===== src/rtl/core/ltkm_pkg.sv =====
// Shared types, codes and defaults for the loser-tree k-way merge.
package ltkm_pkg;

  localparam int KEY_W = 63;
  localparam int PAY_W = 32;
  localparam int WAY_W = 3;
  localparam int CFG_W = 4;

  localparam int WAYS_DEF         = 8;
  localparam int KEY_BITS_DEF     = 63;
  localparam int PAYLOAD_BITS_DEF = 32;

  // Reset value of ways_in_use before it is capped at the way count.
  localparam int WAYS_IN_USE_RST = 8;

  localparam logic ACT_FILL    = 1'b0;
  localparam logic ACT_REPLACE = 1'b1;

  typedef struct packed {
    logic             action;
    logic [WAY_W-1:0] way;
    logic [KEY_W-1:0] new_key;
    logic [PAY_W-1:0] new_payload;
    logic             stream_ended;
  } item_t;

  typedef struct packed {
    logic [WAY_W-1:0] winner_way;
    logic [KEY_W-1:0] winner_key;
    logic [PAY_W-1:0] winner_payload;
    logic             all_done;
  } result_t;

  // Controller to datapath.
  typedef struct packed {
    logic capture;
    logic load;
    logic read;
    logic cmp;
    logic finish;
    logic cfg_write;
  } cmd_t;

  // Datapath to controller.
  typedef struct packed {
    logic load_ends;
    logic cmp_ends;
  } sts_t;

endpackage


===== src/rtl/core/ltkm_ctrl.sv =====
// Sequencer for the merge: load a head, walk the tree a level at a time, hand over the result.
module ltkm_ctrl (
  input  logic          clk,
  input  logic          rst,
  input  logic          item_valid,
  output logic          item_stall,
  output logic          result_valid,
  input  logic          result_stall,
  input  logic          cfg_valid,
  output logic          cfg_ready,
  input  ltkm_pkg::sts_t sts,
  output ltkm_pkg::cmd_t cmd
);

  typedef enum logic [2:0] {
    IDLE,
    LOAD,
    READ,
    CMP,
    FINISH
  } state_t;

  state_t state;
  logic   can_finish;

  assign can_finish = !result_valid || !result_stall;
  assign item_stall = (state != IDLE);
  assign cfg_ready  = (state == IDLE);

  always_comb begin
    cmd           = '0;
    cmd.capture   = (state == IDLE) && item_valid;
    cmd.cfg_write = (state == IDLE) && cfg_valid;
    cmd.load      = (state == LOAD);
    cmd.read      = (state == READ);
    cmd.cmp       = (state == CMP);
    cmd.finish    = (state == FINISH) && can_finish;
  end

  always_ff @(posedge clk) begin
    if (rst) begin
      state        <= IDLE;
      result_valid <= 1'b0;
    end else begin
      if (cmd.finish) begin
        result_valid <= 1'b1;
      end else if (result_valid && !result_stall) begin
        result_valid <= 1'b0;
      end
      case (state)
        IDLE: begin
          if (item_valid) begin
            state <= LOAD;
          end
        end
        LOAD: begin
          state <= sts.load_ends ? FINISH : READ;
        end
        READ: begin
          state <= CMP;
        end
        CMP: begin
          state <= sts.cmp_ends ? FINISH : READ;
        end
        FINISH: begin
          // hold until the result register is free
          if (can_finish) begin
            state <= IDLE;
          end
        end
        default: begin
          state <= IDLE;
        end
      endcase
    end
  end

endmodule


===== src/rtl/core/ltkm_dpath.sv =====
// Heads, loser nodes, climbing way and result register of the merge.
module ltkm_dpath #(
  parameter int WAYS         = ltkm_pkg::WAYS_DEF,
  parameter int KEY_BITS     = ltkm_pkg::KEY_BITS_DEF,
  parameter int PAYLOAD_BITS = ltkm_pkg::PAYLOAD_BITS_DEF
) (
  input  logic                       clk,
  input  logic                       rst,
  input  ltkm_pkg::item_t            item,
  input  logic [ltkm_pkg::CFG_W-1:0] cfg_data,
  input  ltkm_pkg::cmd_t             cmd,
  output ltkm_pkg::sts_t             sts,
  output ltkm_pkg::result_t          result
);

  localparam int IDX_W  = $clog2(WAYS + 1);
  localparam int NODE_W = $clog2(WAYS);
  localparam int HEAD_W = KEY_BITS + PAYLOAD_BITS;
  localparam int N_RST  = (ltkm_pkg::WAYS_IN_USE_RST > WAYS) ? WAYS
                                                             : ltkm_pkg::WAYS_IN_USE_RST;

  // configuration and tree state
  logic [IDX_W-1:0]  n;
  logic [IDX_W-1:0]  loser [1:WAYS-1];
  logic              way_ended [WAYS];
  logic [HEAD_W-1:0] head_mem [WAYS];

  // captured word
  logic                    act;
  logic [ltkm_pkg::WAY_W-1:0] way;
  logic [KEY_BITS-1:0]     in_key;
  logic [PAYLOAD_BITS-1:0] in_pay;
  logic                    in_end;

  // climbing way
  logic [IDX_W-1:0]        cw;
  logic [KEY_BITS-1:0]     ck;
  logic [PAYLOAD_BITS-1:0] cp;
  logic                    ce;
  logic [NODE_W-1:0]       t;
  logic                    tgt_ok;

  // opponent read from the tree
  logic [IDX_W-1:0]        other;
  logic [HEAD_W-1:0]       rd_head;
  logic                    oe;

  // current overall winner
  logic [IDX_W-1:0]        win_idx;
  logic [KEY_BITS-1:0]     win_key;
  logic [PAYLOAD_BITS-1:0] win_pay;
  logic                    win_end;

  logic [IDX_W-1:0]        n_new;
  logic [IDX_W-1:0]        target;
  logic                    target_ok;
  logic [IDX_W:0]          leaf;
  logic [NODE_W-1:0]       t_start;
  logic                    after;
  logic [KEY_BITS-1:0]     rd_key;
  logic [PAYLOAD_BITS-1:0] rd_pay;
  logic [IDX_W-1:0]        fin_idx;
  logic [KEY_BITS-1:0]     fin_key;
  logic [PAYLOAD_BITS-1:0] fin_pay;
  logic                    fin_end;

  assign rd_key = rd_head[HEAD_W-1:PAYLOAD_BITS];
  assign rd_pay = rd_head[PAYLOAD_BITS-1:0];

  // clamp the written way count to 1..WAYS
  always_comb begin
    if (cfg_data == '0) begin
      n_new = IDX_W'(1);
    end else if (32'(cfg_data) > 32'(WAYS)) begin
      n_new = IDX_W'(WAYS);
    end else begin
      n_new = IDX_W'(cfg_data);
    end
  end

  always_comb begin
    target    = n;
    target_ok = 1'b0;
    if (act == ltkm_pkg::ACT_FILL) begin
      if (32'(way) < 32'(n)) begin
        target    = IDX_W'(way);
        target_ok = 1'b1;
      end
    end else begin
      if (win_idx < n && !win_end) begin
        target    = win_idx;
        target_ok = 1'b1;
      end
    end
    leaf    = {1'b0, target} + {1'b0, n};
    t_start = NODE_W'(leaf >> 1);
  end

  // climbing way sorts strictly after the stored loser
  always_comb begin
    if (cw >= n) begin
      after = 1'b0;
    end else if (other >= n) begin
      after = 1'b1;
    end else if (ce) begin
      after = !oe;
    end else if (oe) begin
      after = 1'b0;
    end else begin
      after = ck > rd_key;
    end
  end

  assign sts.load_ends = !target_ok || (t_start == '0);
  assign sts.cmp_ends  = (t >> 1) == '0;

  always_comb begin
    if (tgt_ok) begin
      fin_idx = cw;
      fin_key = ck;
      fin_pay = cp;
      fin_end = ce;
    end else begin
      fin_idx = win_idx;
      fin_key = win_key;
      fin_pay = win_pay;
      fin_end = win_end;
    end
  end

  always_ff @(posedge clk) begin
    if (cmd.load && target_ok) begin
      head_mem[target[NODE_W-1:0]] <= {in_key, in_pay};
    end
    if (cmd.read) begin
      rd_head <= head_mem[loser[t][NODE_W-1:0]];
    end
  end

  always_ff @(posedge clk) begin
    if (rst) begin
      n       <= IDX_W'(N_RST);
      win_idx <= IDX_W'(N_RST);
      for (int i = 1; i < WAYS; i++) begin
        loser[i] <= IDX_W'(N_RST);
      end
      for (int i = 0; i < WAYS; i++) begin
        way_ended[i] <= 1'b0;
      end
    end else if (cmd.cfg_write) begin
      n       <= n_new;
      win_idx <= n_new;
      for (int i = 1; i < WAYS; i++) begin
        loser[i] <= n_new;
      end
      for (int i = 0; i < WAYS; i++) begin
        way_ended[i] <= 1'b0;
      end
    end else begin
      if (cmd.load && target_ok) begin
        way_ended[target[NODE_W-1:0]] <= in_end;
      end
      if (cmd.cmp && after) begin
        loser[t] <= cw;
      end
      if (cmd.finish) begin
        win_idx <= fin_idx;
      end
    end
  end

  always_ff @(posedge clk) begin
    if (cmd.capture) begin
      act    <= item.action;
      way    <= item.way;
      in_key <= item.new_key[KEY_BITS-1:0];
      in_pay <= item.new_payload[PAYLOAD_BITS-1:0];
      in_end <= item.stream_ended;
    end
    if (cmd.load) begin
      tgt_ok <= target_ok;
      cw     <= target;
      ck     <= in_key;
      cp     <= in_pay;
      ce     <= in_end;
      t      <= t_start;
    end
    if (cmd.read) begin
      other <= loser[t];
      oe    <= way_ended[loser[t][NODE_W-1:0]];
    end
    if (cmd.cmp) begin
      // swap: the stored loser climbs on, the old climber stays at this node
      if (after) begin
        cw <= other;
        ck <= rd_key;
        cp <= rd_pay;
        ce <= oe;
      end
      t <= t >> 1;
    end
    if (cmd.finish) begin
      win_key <= fin_key;
      win_pay <= fin_pay;
      win_end <= fin_end;
      if (fin_idx < n) begin
        result.winner_way     <= ltkm_pkg::WAY_W'(fin_idx);
        result.winner_key     <= ltkm_pkg::KEY_W'(fin_key);
        result.winner_payload <= ltkm_pkg::PAY_W'(fin_pay);
        result.all_done       <= fin_end;
      end else begin
        result <= '0;
      end
    end
  end

endmodule


===== src/rtl/core/loser_tree_kway_merge.sv =====
// Top level of the loser-tree k-way merge: controller and datapath.
//
// Input words carry an action (fill a named way, or replace the current
// winner's head), a key, a payload and an end-of-stream flag. A word is
// taken when item_valid is high and item_stall low; every word gives one
// result word on result_valid/result_stall with the winning way, its key,
// its payload and all_done (the winner has ended, so every way has).
// ways_in_use is written on cfg_valid/cfg_ready while no word is in work;
// a write reloads every loser node with the sentinel and clears the ended
// flags, keeping the heads. Values are clamped to 1..WAYS.
// One word is worked at a time: the head is stored, then a read and a
// compare are done for each tree level climbed, then the result is
// loaded; a dropped word skips the tree and goes straight to loading
// the result. A new word is taken only back in idle, once the last one
// has loaded its result, so the single compare unit and the registered
// read of the head memory set the pace.
// After reset ways_in_use is min(8, WAYS) and no way is filled. A stalled
// result holds in its register; the next word is accepted and worked, and
// waits in its last cycle until the result register is free.
module loser_tree_kway_merge #(
  parameter int WAYS         = ltkm_pkg::WAYS_DEF,
  parameter int KEY_BITS     = ltkm_pkg::KEY_BITS_DEF,
  parameter int PAYLOAD_BITS = ltkm_pkg::PAYLOAD_BITS_DEF
) (
  input  logic                       clk,
  input  logic                       rst,
  input  logic                       item_valid,
  output logic                       item_stall,
  input  ltkm_pkg::item_t            item,
  output logic                       result_valid,
  input  logic                       result_stall,
  output ltkm_pkg::result_t          result,
  input  logic                       cfg_valid,
  output logic                       cfg_ready,
  input  logic [ltkm_pkg::CFG_W-1:0] cfg_data
);

  ltkm_pkg::cmd_t cmd;
  ltkm_pkg::sts_t sts;

  ltkm_ctrl u_ctrl (
    .clk          (clk),
    .rst          (rst),
    .item_valid   (item_valid),
    .item_stall   (item_stall),
    .result_valid (result_valid),
    .result_stall (result_stall),
    .cfg_valid    (cfg_valid),
    .cfg_ready    (cfg_ready),
    .sts          (sts),
    .cmd          (cmd)
  );

  ltkm_dpath #(
    .WAYS         (WAYS),
    .KEY_BITS     (KEY_BITS),
    .PAYLOAD_BITS (PAYLOAD_BITS)
  ) u_dpath (
    .clk      (clk),
    .rst      (rst),
    .item     (item),
    .cfg_data (cfg_data),
    .cmd      (cmd),
    .sts      (sts),
    .result   (result)
  );

endmodule

===== config.mk =====
export PLATFORM = sky130hd
export DESIGN_NAME = loser_tree_kway_merge
export DESIGN_NICKNAME = d
export VERILOG_FILES = /design/src/rtl/core/ltkm_pkg.sv /design/src/rtl/core/ltkm_ctrl.sv /design/src/rtl/core/ltkm_dpath.sv /design/src/rtl/core/loser_tree_kway_merge.sv
export SDC_FILE = /design/constraint.sdc
export NUM_CORES = 2
export LEC_CHECK = 0
export BUFFER_PORTS_ARGS = -buffer_cell sky130_fd_sc_hd__buf_2
export CAP_MARGIN = 5
export CORE_ASPECT_RATIO = 1.4
export CORE_MARGIN = 4
export CORE_UTILIZATION = 49
export CTS_CLUSTER_SIZE = 20
export DETAILED_ROUTE_END_ITERATION = 16
export HOLD_SLACK_MARGIN = 0.06
export PLACE_DENSITY = 0.78
export SYNTH_ARGS = -nofsm -noshare
export SYNTH_HDL_FRONTEND = slang
export SYNTH_SLANG_ARGS = --single-unit

===== constraint.sdc =====
create_clock -name clk -period 11.02 [get_ports clk]
set_input_delay 1.102 -clock clk [delete_from_list [all_inputs] [get_ports clk]]
set_output_delay 1.102 -clock clk [all_outputs]
set_load 0.02 [all_outputs]

Word-level counts from Yosys, hierarchy flattened
Memories as Yosys holds them, arrays and structs flattened. A register that Yosys moved wholly into a read port is not among the register bits.
Cells that the tools add are included.
{ "totals": {"ff_bits": 415, "ram_bits": 796, "output_inout_bits": 102, "wordCells": 155, "memories": 3} }
{ "classes": {"addsub": 1, "order_cmp": 7, "eq_ne": 6, "mux": 74, "n_bitwise": 15, "n_reduce_logical": 25} }
{ "memory_table": {"columns": ["name", "words", "width", "read_ports", "rd_ports_with_merged_regs", "write_ports", "line_no", "text"], "rows": [
  ["u_dpath.head_mem", 8, 95, 1, 1, 1, "ltkm_dpath.sv:26", "logic [HEAD_W-1:0] head_mem [WAYS];"],
  ["u_dpath.loser", 7, 4, 1, 0, 7, "ltkm_dpath.sv:24", "logic [IDX_W-1:0] loser [1:WAYS-1];"],
  ["u_dpath.way_ended", 8, 1, 1, 1, 8, "ltkm_dpath.sv:25", "logic way_ended [WAYS];"]
]} }
{ "ops": {"columns": ["operator", "count"], "rows": [
  ["2-to-1 mux 63 bit", 4],
  ["2-to-1 mux 32 bit", 4],
  ["2-to-1 mux 4 bit", 19],
  ["> comparator 63 bit", 1],
  ["2-to-1 mux 1 bit", 38],
  ["2-to-1 mux 3 bit", 6],
  ["OR 1 bit", 15],
  ["case mux 3 bit (5 select lines)", 1],
  ["logical NOT 3 bit", 3],
  ["greater-or-equal comparator 4 bit", 2],
  ["less-than comparator 4 bit", 2],
  ["logical AND 1 bit", 7],
  ["equality test 3 x 2 -> 1 bit (second input constant)", 2],
  ["nonzero test 2 bit", 3],
  ["logical NOT 1 bit", 5],
  ["adder 4 bit", 1],
  ["> comparator 4 bit (second input constant)", 1],
  ["logical NOT 4 bit", 1],
  ["less-than comparator 3 x 4 -> 1 bit", 1],
  ["2-to-1 mux 2 bit", 2],
  ["OR reduction 4 bit", 1],
  ["equality test 3 x 1 -> 1 bit (second input constant)", 1],
  ["equality test 3 bit (second input constant)", 1],
  ["nonzero test 3 bit", 1],
  ["5 further kinds", 6]
]} }

Longest topological paths before layout
{ "logic_depth": {"ltp_word": 12, "ltp_mapped": 14, "ltp_nobuf": 14} }

By module
A second synthesis with hierarchy kept.
{ "unflattened": {"cells_unflattened": 3857, "area_unflattened_um2": 52342.7} }
{ "modules_own_cells": {"columns": ["mod", "instances", "cells_per_inst", "area_each_um2", "seq_area_each_um2"], "rows": [
  ["ltkm_dpath", 1, 3830, 52113.7, 38156.6],
  ["ltkm_ctrl", 1, 27, 229.0, 80.1]
]} }

Least setup slack after synthesis
No wires, ideal clock.
{ "synth_timing": {"path_kind": "input to register", "from": "input result_stall", "to": "register u_dpath.win_idx[1]", "arrival_ps": 11888, "t_required_ps": 10904, "setup_slack_ps": -984, "path_stages": 3, "path_buffers": 0, "cell_sequence": "a21oi_1 a22oi_1 o21ai_0"} }
{ "synth_between": {"elab_chain_len": 4} }
{ "synth_rtl": {"columns": ["item", "line_no", "text"], "rows": [
  ["start, declared", "loser_tree_kway_merge.sv:31", "input logic result_stall,"],
  ["logical NOT 1 bit", "ltkm_ctrl.sv:26", "assign can_finish = !result_valid || !result_stall;"],
  ["logical OR 1 bit", "ltkm_ctrl.sv:26", null],
  ["logical AND 1 bit", "ltkm_ctrl.sv:37", "cmd.finish = (state == FINISH) && can_finish;"],
  ["nonzero test 2 bit (no line)", null, null],
  ["end signal, assigned", "ltkm_dpath.sv:143", "win_idx <= IDX_W'(N_RST);"],
  ["end signal, assigned", "ltkm_dpath.sv:152", "win_idx <= n_new;"],
  ["end signal, assigned", "ltkm_dpath.sv:167", "win_idx <= fin_idx;"],
  ["end, declared", "ltkm_dpath.sv:49", "logic [IDX_W-1:0] win_idx;"]
]} }
Every way passes these cells.
A chain may end at the register's enable or synchronous reset.

Final worst setup path
{ "layout_timing": {"from": "register u_dpath.t[1]", "to": "register u_dpath.rd_head[68], read port of u_dpath.head_mem, data pin"} }
{ "layout_between": {"elab_chain_len": 1} }
{ "layout_rtl": {"columns": ["item", "line_no", "text"], "rows": [
  ["start, declared", "ltkm_dpath.sv:40", "logic [NODE_W-1:0] t;"],
  ["start signal, assigned", "ltkm_dpath.sv:186", "t <= t_start;"],
  ["start signal, assigned", "ltkm_dpath.sv:200", "t <= t >> 1;"],
  ["memory (7 x 4 bit)", null, null],
  ["end, declared", "ltkm_dpath.sv:45", "logic [HEAD_W-1:0] rd_head;"]
]} }
Every way passes these cells.

==> results by group <==
Logic synthesis
  • Largest family of logic cells by synthesized area: simple AND/OR/NAND/NOR gates
  • Yosys cell types: 58
  • Adder-cell area share of the yosys netlist: 1.989%
  • Asr flop ratio synth: 0%
  • Flops & latches, synth: 1311
  • Post-synthesis compound-gate area fraction: 3.751%
  • Netlist area before placement: 0.05197 mm²
  • Mean Syn Cell Area: 12.83 µm²
  • Synth warnings: 0
  • Post-synth EDFFs: 1198
  • Syn Nets: 4242
  • Post-synth top flop: edfxtp_1
  • Synth Area in Simple Gates: 15.68%
  • Mux contribution to synthesized area: 2.602%
  • Post-Synthesis Cells: 4051
  • Sequential area share after synthesis: 73.57%
  • XOR/XNOR share of the synthesized area: 0.04815%

Worst setup path
  • Crit path to: u_dpath.rd_head[68]
  • Type of origin of the critical path: flip-flop
  • Crit path DAT: 5490 ps
  • Worst R2R Path Depth: 9
  • CP Capture Type: flip-flop
  • Worst-path cell chain: mux4_2, mux2i_4, buf_12, buf_4, buf_4, nand2_1, nand3_1, nand3_1, o21ai_0
  • Critical Path RT: 11580 ps
  • R2r endpoint: u_dpath.rd_head[68]
  • R2R Setup Slk: 6090 ps
  • Kind of critical path: reg -> reg
  • Worst reg2reg path startpoint: u_dpath.t[1]
  • Worst stage delay on the critical path: 890 ps
  • CP Max Fanout: 207
  • CP startpoint: u_dpath.t[1]
  • Crit-path slowest cell: buf_4

STA
  • Relative slew margins: 13.40%
  • Worst Hold Slack: 474.3 ps
  • Crit path time final: 4925 ps
  • Slew Limit Fails: 0
  • Worst Skew: 43.72 ps
  • Worst-Margin Slew: 1299 ps
  • Setup_tns: 0 ps
  • Max frequency: 203.0 MHz
  • RSZ-0062 raised after global routing: no
  • Period utilization: 44.70%
  • Setup violators final: 0
  • Hold violation count in the final report: 0

Global routing
  • Met2 GRT Util: 36.48%
  • First-pass GRT wire length: 183.3 mm
  • Vias in the first global route: 31990
  • Grt total ovfl: 0
  • Gr busiest metal: met2
  • Initial antenna violation count: 5
  • Largest net degree at the start of global routing: 208
  • GRT Overall Usage: 21.00%
  • GRT met3 Usage: 2.843%
  • GRT met1 Usage: 26.00%

Route
  • Initial DRC Count: 3007
  • Vias: 32090
  • Detailed-route wire length: 120.1 mm
  • Residual DRC count: 0
  • Iteration count of the initial detailed-routing pass: 6
  • Vias per Instance: 5.683
  • DR WL/cell: 21.26 µm
  • DRT antenna net count: 0

Clock network
  • CTS max path bufs: 3
  • H-tree depth: 3
  • CTS resizes: 0
  • TritonCTS clock tree: done
  • Hold-fix buffers, CTS: 0
  • CTS Buf Count: 113
  • Worst-path clk slew: 60 ps
  • Clock latency on the worst-skew pair: 740 ps
  • Root Buffer: clkbuf_16
  • Clk sinks: 1311
  • Post-CTS Setup Inserts: 0

Final layout
  • Share of layout cells above drive strength 1: 13.04%
  • Final Cell Area: 0.05801 mm²
  • Fin util: 54.99%
  • # nets final: 4378
  • Syn-to-layout area delta: 11.62%
  • Commonest non-fill, non-tap cell in the layout: edfxtp_1
  • Most frequent cells in the layout: edfxtp_1, nand2_1, nand3_1, buf_2, nor2_1
  • Fillers: 8334

Placed design
  • Final HPWL DP: 66.81 mm
  • RePlAce Congestion: 0.8336
  • # port buffers: 210
  • Post-Place Cell Area: 0.05423 mm²

Run status
  • Outcome: finished, final reports clean

Floorplanning
  • Core area: 0.1055 mm²
  • Die width: 283.2 µm
  • Die Y: 393.3 µm
  • Starting Density: 49.26%
  • Core Rows: 141
  • Boundary pin count: 211
  • Full die area: 0.1114 mm²

Pwr
  • PwrDens: 213.4 mW/mm²
  • P_leak: 0.02105 µW
  • Worst VDD drop: 0.2061 mV

Hold path
  • Hold Path Class: reg -> reg

Job
  • MaxCap Viol Count: 0
## report_power, final
group	total [µW]	internal [µW]	switching [µW]
logic	2230	721	1510
registers	6130	5880	246
clock network	4020	2220	1800
## how the worst min path moves through the flow
stage | from | cells after the start | endpoint
finish | u_dpath.cp[9] | 2 | u_dpath.cp[9]
detailed placement | u_dpath.cp[17] | 2 | u_dpath.cp[17]
global placement | u_dpath.cp[3] | 2 | u_dpath.cp[3]
global route | u_dpath.cp[9] | 2 | u_dpath.cp[9]
CTS | u_dpath.cp[9] | 2 | u_dpath.cp[9]
floorplan | u_dpath.cp[0] | 2 | u_dpath.cp[0]
## Yosys cell counts, types with 8 or more instances
| cell type | instances | area (µm²) |
|---|---|---|
| nand2b_1 | 13 | 81.33 |
| mux2_2 | 101 | 1137 |
| mux2i_1 | 8 | 80.08 |
| a21oi_1 | 38 | 190.2 |
| buf_1 | 14 | 52.55 |
| clkbuf_1 | 187 | 701.9 |
| nor2_1 | 139 | 521.8 |
| a21o_1 | 8 | 60.06 |
| nand3_1 | 489 | 2447 |
| buf_4 | 9 | 67.56 |
| ha_1 | 81 | 1013 |
| a211oi_1 | 11 | 82.58 |
| nand2_1 | 1109 | 4163 |
| dfxtp_1 | 113 | 2262 |
| nor2b_1 | 103 | 644.4 |
| a31oi_1 | 103 | 644.4 |
| nor3_1 | 9 | 45.04 |
| o21ai_0 | 136 | 680.7 |
| inv_1 | 85 | 319.1 |
| edfxtp_1 | 1198 | 35970 |
| buf_2 | 15 | 75.07 |
| nand4_1 | 13 | 81.33 |
## routing by layer
| metal | up-vias | part of all wire (%) |
|---|---|---|
| met5 | - | 0.010 |
| met4 | 2 | 4.3 |
| met3 | 252 | 7.6 |
| met2 | 1436 | 50 |
| met1 | 15680 | 38 |
| li1 | 14730 | - |
## through the flow
stage | worst slack, ps | power (µW) | std cells
floorplan | 2533 | 7723 | 4051
global placement | 6177 | 8365 | 5430
detailed placement | 6080 | 8451 | 5430
CTS | 6057 | 12440 | 5645
global route | 5712 | 12920 | 5647
finish | 6095 | 12380 | 5647
## registers in the layout (all words and copies together), names as in the netlist, 3 cells and up
register	flops
u_dpath.t	3
u_dpath.win_idx	4
u_dpath.cp	32
u_dpath.other	4
u_dpath.rd_head	95
u_dpath.in_pay	32
u_dpath.win_key	63
u_dpath.ck	63
u_dpath.result	99
u_dpath.way	3
u_ctrl.state	3
u_dpath.cw	4
u_dpath.in_key	63
u_dpath.loser	32
u_dpath.head_mem	760
u_dpath.win_pay	32
u_dpath.way_ended	8
u_dpath.n	4
## worst max-delay path: cells and delay by family (launching register included)
family	cells	cell delay, ps
AND/OR/NAND/NOR	3	380
multiplexers	2	890
AO/OA/AOI/OAI	1	130
flip-flops	1	760
buffers and inverters	3	2210
## layout make-up
class / count / area [µm²] / share of cell area [%]
antenna: 2 / 5.005 / 0.008627
clock buffer: 145 / 3059 / 5.273
clock inverter: 70 / 719.4 / 1.240
inverter: 87 / 361.6 / 0.6233
multi-input combinational: 2428 / 12580 / 21.69
sequential: 1311 / 38240 / 65.91
tap: 1358 / 1699 / 2.929
timing repair buffer: 246 / 1346 / 2.321
## cells by family after synthesis
kind of cell / Yosys count
AOI/OAI and AO/OA: 329
buffers and inverters: 312
xor gates and xnor gates: 2
adders and majority gates: 82
and+or+nand+nor: 1900
muxes: 115
DFF: 1311
No activity file was read; power rests on OpenSTA's default activity.
